<file path="src/rtl/bpfr_pkg.sv">
// Shared types and constants of the buffer-pool frame table.
// No dependencies.
`default_nettype none
package bpfr_pkg;
	localparam int FRAMES    = 16;
	localparam int PAGE_BITS = 16;
	localparam int PIN_BITS  = 8;
	localparam int FIDX_BITS = 4;
	localparam int CNT_BITS  = 32;

	localparam logic [1:0] REQ_PIN   = 2'd0;
	localparam logic [1:0] REQ_UNPIN = 2'd1;
	localparam logic [1:0] REQ_DIRTY = 2'd2;

	localparam logic [1:0] ST_OK     = 2'd0;
	localparam logic [1:0] ST_NOFREE = 2'd1;
	localparam logic [1:0] ST_NORES  = 2'd2;

	localparam logic CFG_FRAMES = 1'b0;
	localparam logic CFG_POLICY = 1'b1;

	typedef logic [FIDX_BITS-1:0] fidx_t;
	typedef logic [PAGE_BITS-1:0] page_t;
	typedef logic [PIN_BITS-1:0]  pin_t;

	// Per-frame contents.
	typedef struct packed {
		page_t tag;
		logic  valid;
		pin_t  pins;
		logic  dirty;
	} frame_t;

	// Command from the controller to every cell of the frame table.
	typedef struct packed {
		logic  upd;
		fidx_t frame;
		frame_t data;
	} fcmd_t;

	// Command to the order chain: remove a frame and append it at the tail.
	typedef struct packed {
		logic  move;
		fidx_t frame;
	} ocmd_t;
endpackage
`default_nettype wire

</file>
<file path="src/rtl/bpfr_order_cell.sv">
// One position of the replacement order chain.
// Depends on bpfr_pkg.
`default_nettype none
module bpfr_order_cell (
	input  wire                 clk,
	input  wire                 arst_n,
	input  bpfr_pkg::fidx_t     reset_frame,
	input  wire                 is_tail,
	input  bpfr_pkg::ocmd_t     cmd,
	input  wire                 found_left,   // moved frame sits left of here
	input  bpfr_pkg::fidx_t     right_frame,  // neighbour to the right
	output bpfr_pkg::fidx_t     frame,
	output logic                found_here
);
	import bpfr_pkg::*;
	fidx_t frame_q;

	assign frame = frame_q;
	assign found_here = found_left | (frame_q == cmd.frame);

	// Positions from the moved frame onwards shift left by one; the tail takes it.
	always_ff @(posedge clk or negedge arst_n) begin
		if (!arst_n) begin
			frame_q <= reset_frame;
		end else if (cmd.move && found_here) begin
			frame_q <= is_tail ? cmd.frame : right_frame;
		end
	end
endmodule
`default_nettype wire

</file>
<file path="src/rtl/bpfr_frame_cell.sv">
// One frame of the table: tag, valid, pin count and dirty bit, with its tag compare.
// Depends on bpfr_pkg.
`default_nettype none
module bpfr_frame_cell (
	input  wire                 clk,
	input  wire                 arst_n,
	input  bpfr_pkg::fidx_t     my_index,
	input  bpfr_pkg::fcmd_t     cmd,
	input  bpfr_pkg::page_t     page,
	output bpfr_pkg::frame_t    data,
	output logic                match
);
	import bpfr_pkg::*;
	frame_t data_q;

	assign data = data_q;
	assign match = data_q.valid && (data_q.tag == page);

	always_ff @(posedge clk or negedge arst_n) begin
		if (!arst_n) begin
			data_q <= '0;
		end else if (cmd.upd && cmd.frame == my_index) begin
			data_q <= cmd.data;
		end
	end
endmodule
`default_nettype wire

</file>
<file path="src/rtl/buffer_pool_frame_replacement.sv">
// Top level of the buffer-pool frame table: control sequencer, frame cells, order chain.
// Depends on bpfr_pkg, bpfr_frame_cell and bpfr_order_cell.
// Steps from request to result: match, victim search, update, result (LOOKUP, SEARCH,
// UPDATE, RESULT). The sequencer takes each request only in IDLE and holds one request
// at a time, so a result that waits in RESULT for the output register holds off the next.
// A result waits in an output register. Reset: asynchronous; frames empty, order i at
// position i, counters zero, 16 frames, FIFO.
`default_nettype none
module buffer_pool_frame_replacement (
	input  wire         clk,
	input  wire         arst_n,
	input  wire         s_tvalid,
	output logic        s_tready,
	input  wire  [23:0] s_tdata,   // req_type[1:0], page_num[17:2], zero fill
	output logic        m_tvalid,
	input  wire         m_tready,
	output logic [95:0] m_tdata,   // status, hit, frame_index, evict_valid, evict_page,
	                               // load_valid, read_count, write_count, zero fill
	input  wire         cfg_valid,
	output logic        cfg_ready,
	input  wire         cfg_index,
	input  wire  [4:0]  cfg_data
);
	import bpfr_pkg::*;

	typedef enum logic [2:0] {IDLE, LOOKUP, SEARCH, UPDATE, RESULT} state_t;
	state_t state_q;

	logic [1:0] req_q;
	page_t      page_q;
	logic [4:0] frames_q;
	logic       policy_q;
	logic [CNT_BITS-1:0] loads_q, wbs_q;

	frame_t     fdata [FRAMES];
	logic [FRAMES-1:0] fmatch;
	fidx_t      ofr [FRAMES];
	logic [FRAMES:0] ofound;
	fcmd_t      fcmd;
	ocmd_t      ocmd;

	logic       hit_q, victim_ok_q;
	fidx_t      hidx_q, vidx_q;

	// Result fields up to load_valid, held until the output register is free.
	logic [24:0] res_d, res_q;

	assign cfg_ready = 1'b1;
	assign s_tready  = (state_q == IDLE);

	logic [4:0] nused;
	always_comb begin
		if (frames_q == 5'd0) nused = 5'd1;
		else if (frames_q > 5'(FRAMES)) nused = 5'(FRAMES);
		else nused = frames_q;
	end

	genvar g;
	generate
		for (g = 0; g < FRAMES; g++) begin : g_cell
			bpfr_frame_cell u_frame (
				.clk(clk), .arst_n(arst_n), .my_index(fidx_t'(g)), .cmd(fcmd),
				.page(page_q), .data(fdata[g]), .match(fmatch[g])
			);
			bpfr_order_cell u_order (
				.clk(clk), .arst_n(arst_n), .reset_frame(fidx_t'(g)),
				.is_tail(g == FRAMES - 1), .cmd(ocmd), .found_left(ofound[g]),
				.right_frame(ofr[(g + 1) % FRAMES]), .frame(ofr[g]),
				.found_here(ofound[g + 1])
			);
		end
	endgenerate
	assign ofound[0] = 1'b0;

	// Lowest matching used frame.
	logic  m_any;
	fidx_t m_idx;
	always_comb begin
		m_any = 1'b0;
		m_idx = '0;
		for (int i = FRAMES - 1; i >= 0; i--) begin
			if (fmatch[i] && (5'(i) < nused)) begin
				m_any = 1'b1;
				m_idx = fidx_t'(i);
			end
		end
	end

	// First unpinned used frame in replacement order.
	logic  v_any;
	fidx_t v_idx;
	always_comb begin
		v_any = 1'b0;
		v_idx = '0;
		for (int p = FRAMES - 1; p >= 0; p--) begin
			if ({1'b0, ofr[p]} < nused && fdata[ofr[p]].pins == '0) begin
				v_any = 1'b1;
				v_idx = ofr[p];
			end
		end
	end

	frame_t hf, vf;
	assign hf = fdata[hidx_q];
	assign vf = fdata[vidx_q];

	always_comb begin
		fcmd = '0;
		ocmd = '0;
		if (state_q == UPDATE) begin
			if (hit_q) begin
				fcmd.upd = (req_q == REQ_PIN) || (req_q == REQ_UNPIN) || (req_q == REQ_DIRTY);
				fcmd.frame = hidx_q;
				fcmd.data = hf;
				unique case (req_q)
					REQ_PIN:   if (hf.pins != '1) fcmd.data.pins = hf.pins + 1'b1;
					REQ_UNPIN: if (hf.pins != '0) fcmd.data.pins = hf.pins - 1'b1;
					REQ_DIRTY: fcmd.data.dirty = 1'b1;
					default:   fcmd.upd = 1'b0;
				endcase
				ocmd.move = (req_q == REQ_PIN) && policy_q;
				ocmd.frame = hidx_q;
			end else if (req_q == REQ_PIN && victim_ok_q) begin
				fcmd.upd = 1'b1;
				fcmd.frame = vidx_q;
				fcmd.data.tag = page_q;
				fcmd.data.valid = 1'b1;
				fcmd.data.pins = pin_t'(1);
				fcmd.data.dirty = 1'b0;
				ocmd.move = 1'b1;
				ocmd.frame = vidx_q;
			end
		end
	end

	always_comb begin
		res_d = '0;
		if (hit_q && ((req_q == REQ_PIN) || (req_q == REQ_UNPIN) || (req_q == REQ_DIRTY))) begin
			res_d[1:0] = ST_OK;
			res_d[2] = 1'b1;
			res_d[6:3] = hidx_q;
		end else if (req_q != REQ_PIN) begin
			res_d[1:0] = ST_NORES;
		end else if (!victim_ok_q) begin
			res_d[1:0] = ST_NOFREE;
		end else begin
			res_d[6:3] = vidx_q;
			res_d[24] = 1'b1;
			if (vf.valid && vf.dirty) begin
				res_d[7] = 1'b1;
				res_d[23:8] = vf.tag;
			end
		end
	end

	always_ff @(posedge clk or negedge arst_n) begin
		if (!arst_n) begin
			state_q <= IDLE;
			m_tvalid <= 1'b0;
			frames_q <= 5'd16;
			policy_q <= 1'b0;
			loads_q <= '0;
			wbs_q <= '0;
			hit_q <= 1'b0;
			victim_ok_q <= 1'b0;
		end else begin
			if (cfg_valid) begin
				if (cfg_index == CFG_FRAMES) frames_q <= cfg_data;
				else policy_q <= cfg_data[0];
			end
			if (m_tvalid && m_tready) m_tvalid <= 1'b0;
			unique case (state_q)
				IDLE: if (s_tvalid) begin
					req_q <= s_tdata[1:0];
					page_q <= s_tdata[17:2];
					state_q <= LOOKUP;
				end
				LOOKUP: begin
					hit_q <= m_any;
					hidx_q <= m_idx;
					state_q <= SEARCH;
				end
				SEARCH: begin
					victim_ok_q <= v_any;
					vidx_q <= v_idx;
					state_q <= UPDATE;
				end
				UPDATE: begin
					res_q <= res_d;
					if (res_d[24]) loads_q <= loads_q + 1'b1;
					if (res_d[7]) wbs_q <= wbs_q + 1'b1;
					state_q <= RESULT;
				end
				RESULT: if (!m_tvalid) begin
					m_tdata <= {7'd0, wbs_q, loads_q, res_q};
					m_tvalid <= 1'b1;
					state_q <= IDLE;
				end
				default: state_q <= IDLE;
			endcase
		end
	end
endmodule
`default_nettype wire

</file>
<file path="config.mk">
export PLATFORM = sky130hd
export DESIGN_NAME = buffer_pool_frame_replacement
export DESIGN_NICKNAME = d
export VERILOG_FILES = /design/src/rtl/bpfr_pkg.sv /design/src/rtl/bpfr_order_cell.sv /design/src/rtl/bpfr_frame_cell.sv /design/src/rtl/buffer_pool_frame_replacement.sv
export SDC_FILE = /design/constraint.sdc
export NUM_CORES = 2
export LEC_CHECK = 0
export ABC_CLOCK_PERIOD_IN_PS = 12800
export BUFFER_PORTS_ARGS = -buffer_cell sky130_fd_sc_hd__buf_2
export CORE_MARGIN = 10
export CORE_UTILIZATION = 55
export DETAILED_ROUTE_END_ITERATION = 8
export PLACE_DENSITY = 0.72
export SLEW_MARGIN = 5
export SYNTH_ARGS = -nofsm -noshare
export SYNTH_HDL_FRONTEND = slang
export SYNTH_SLANG_ARGS = --single-unit
</file>
<file path="constraint.sdc">
create_clock -name clk -period 12.8 [get_ports clk]
set_input_delay 0 -clock clk [delete_from_list [all_inputs] [get_ports clk]]
set_output_delay 0 -clock clk [all_outputs]
set_load 0.05 [all_outputs]
</file>
==> results.md <==
- Status: completed
- Sequential share of the synthesized area: a little under half
- Post_cts resized: 0
- Sw frac: between 30% and 40%
- Worst EP required: 13.30 ns
- Synth top area share: between 30% and 40%
- Hold Slack: slightly above 0.04 ns
- Crit Path Max Fanout: 44
- Int Pwr: about 4.2 mW
- Setup TNS: 0 ns
- Avg Synthesized Cell Area: 10.7 um2
- Final net count: between 3,000 and 4,000
- CTS tree: built
- Crit Path Class: reg2reg
- Share of flip-flops with an asynchronous set or reset: about four fifths
- R2r setup slk: 7.05 ns
- IO Pins: between 100 and 150
- Drt drc: 0
- ANT cells: 0
- Clock slew at reported path FFs: 0.06 ns
- Critical path startpoint: hidx_q[0]
- Fin util: between 60% and 70%
- DP Area: about 40,000 um2
- Final Total Pwr: 6.08 mW
- CP Buf/Inv Count: 2
- Overflow left after global routing: 0
- Final Slew Violations: 0
- Hold path depth: 2
- Port Buffers: between 100 and 150
- First-pass GRT wire length: 198,000 um
- Vias: roughly 32,000
- Crit path largest cell delay: ~0.83 ns
- Most common cell in the synthesized netlist: nand2_1
- Combinational share of power: approximately a fifth
- Clk pwr share: about two fifths
- Commonest cells in the netlist: 561 x nand2_1, 523 x dfrtp_1, 336 x o21ai_0
- LEAKAGE: ~18 nW
- Hold Path Class: in2reg
- Max VDD drop: 0.122 mV
- DP HPWL: ~89,000 um
- Delay-heaviest family, CP: simple AND/OR/NAND/NOR gates
- Hold path start: s_tdata[7]
- Synth cell types: 96
- Crit. End Element: flop
- H-Tree Depth: 3
- Die W: roughly 290 um
- Flops & latches, synth: around 700
- Die Footprint: roughly 83,000 um2
- Switch Pwr: 1.88 mW
- Fill cell count: 5,807
- Setup slack after layout: roughly 7 ns
- Post-DRT Antenna Nets: 0
- Mapped Area: between 30,000 and 40,000 um2
- Site Rows: roughly 100
- Critical R2R Launch: hidx_q[0]
- Number of setup violations in the final report: 0
- Max_cap viols: 0
- Initial antenna violation count: 6
- Core area: 71,500 um2
- Layout area overhead: 11.3%
- TritonCTS Buffers: 77
- Syn. warnings: 0
- Clock Path Buffers: 3
- First DRT Iteration DRCs: about 4,700
- Register share of total power: just over 40%
- GPL Wtd Cong: approximately 1.0
- Slew margin rel.: ~4.8%
- Vias in the first global route: roughly 30,000
- Via-to-Cell Ratio: around 6.7
- Total track usage: 31.3%
- Final Cell Area: between 40,000 and 50,000 um2
- Crit-path cells: buf_4, buf_4, mux4_2, mux4_2, or2_1, or3_1, or4b_4, nor2_2, nor2_1, nand2_1, o21ai_1
- Area of the multi-input gates: between 20,000 and 25,000 um2
- Max Clock Skew: about 0.035 ns
- Sink Count: 696
- FMAX: about 170 MHz
- Die Y: 289 um
- RSZ-0062 raised after global routing: no
- Reg2reg path depth: 11
- Synth Instances: around 3,700
- Hold EP: page_q[5]
- Final min period: around 5.8 ns
- Largest net degree at the start of global routing: between 150 and 200
- Routed wire length: around 130,000 um
- Slew @ Worst Pin: 1.41 ns
- Hold Vio Cnt, Final: 0
- Crit share post-route: 44.9%
- Initial Util: a little under three fifths
- Share of layout cells above drive strength 1: 18.0%
- Drt pass-1 iters: 6
- Finished Layout Cells: 4,766
- Dpl cells: 4,588
- Worst path slowest cell: buf_4
- WP data arrival: ~6.3 ns
- R2R Path End: g_cell[0].u_frame.data[6]
- Startpoint Class: flop
- FF+latch area: 18,200 um2
- DP Worst Slack: approximately 7 ns
- Root Driver: clkbuf_16
- WL/cell: around 28 um
- Ranking of synthesized cells by area: dfrtp_1 33%, mux4_2 13%, edfxtp_1 11%, nand2_1 5.3%, xnor2_1 4.3%
- Insertion delay to the later sink of the worst-skew pair: 0.66 ns
- Power Density: 138 nW/um2
- Area leader, netlist: dfrtp_1
- Most used DFF post-synth: dfrtp_1
- EDFF count, synth: 140
==> worst max path at each step <==
| stage | endpoint | depth (start not counted) | slack (ns) |
|---|---|---|---|
| after floorplan | m_tdata[0] | 3 | 5.40 |
| after global placement | g_cell[8].u_frame.data[6] | 11 | 7.13 |
| after detailed placement | g_cell[8].u_frame.data[6] | 11 | 7.04 |
| after CTS | g_cell[0].u_frame.data[6] | 11 | 7.02 |
| after global routing | g_cell[11].u_frame.data[6] | 11 | 6.65 |
| final | g_cell[0].u_frame.data[6] | 11 | 7.05 |
==> flip-flops by register name (all words and copies together), names as in the netlist <==
name and flops:
g_cell.u_frame.data 416, m_tdata 89, g_cell.u_order.frame 64, loads_q 32, wbs_q 32, res_q 25, page_q 16, frames_q 5
hidx_q 4, vidx_q 4, state_q 3, req_q 2, hit_q 1, m_tvalid 1, policy_q 1, victim_ok_q 1
==> per-layer routing <==
metal | GRT usage, % | wire length (um) | vias to the layer above
met5 | 0 | 48 | -
li1 | - | - | 13681
met2 | 45.6 | 56600 | 2029
met4 | 13.1 | 6180 | 8
met3 | 9.88 | 17700 | 458
met1 | 43.0 | 50700 | 15759
==> cell families after synthesis <==
| kind of cell | synth area share, % |
|---|---|
| buffers and inverters | 3.46 |
| adder cells (fa/ha/maj) | 1.67 |
| multiplexers | 15.7 |
| AND/OR/NAND/NOR | 13.3 |
| AO/OA/AOI/OAI | 11.9 |
| XOR/XNOR | 8.18 |
| flip-flops | 45.7 |
| other | 0.0189 |
==> cell type report <==
class	instances	share of cell area, %
Inverter	44	0.385
Multi-Input combinational cell	2701	45.9
Clock buffer	94	4.69
Sequential cell	696	41.1
Tap cell	950	2.69
Clock inverter	47	1.62
Timing Repair Buffer	234	3.60
==> layout by cell type (no fill, tap or decap), types with 51 or more instances in the layout <==
master / Yosys / routed
a21oi_1: 117 / 117
buf_2: 10 / 118
buf_4: 15 / 77
clkbuf_16: 0 / 78
dfrtp_1: 523 / 523
edfxtp_1: 140 / 140
ha_1: 53 / 53
mux2_2: 51 / 51
mux4_2: 228 / 228
nand2_1: 561 / 557
nand3_1: 115 / 105
nor2_1: 146 / 144
nor4_1: 71 / 68
o21ai_0: 336 / 336
o21ai_1: 117 / 117
xnor2_1: 194 / 194
xor2_1: 177 / 177
==> power by group through the flow <==
| stage | sequential, mW | clock (mW) | combinational, mW |
|---|---|---|---|
| floorplan | 2.55 | 0 | 0.724 |
| global placement | 2.55 | 0 | 1.07 |
| detailed placement | 2.56 | 0 | 1.09 |
| CTS | 2.52 | 2.45 | 1.11 |
| global route | 2.53 | 2.54 | 1.19 |
| finish | 2.52 | 2.43 | 1.13 |
==> what timing repair did <==
action | CTS | global route
setup buffers | 0 | 0
hold buffers | 37 | 0
endpoints found under the hold margin | 102 | 0
(Power assumes the default switching activity.)
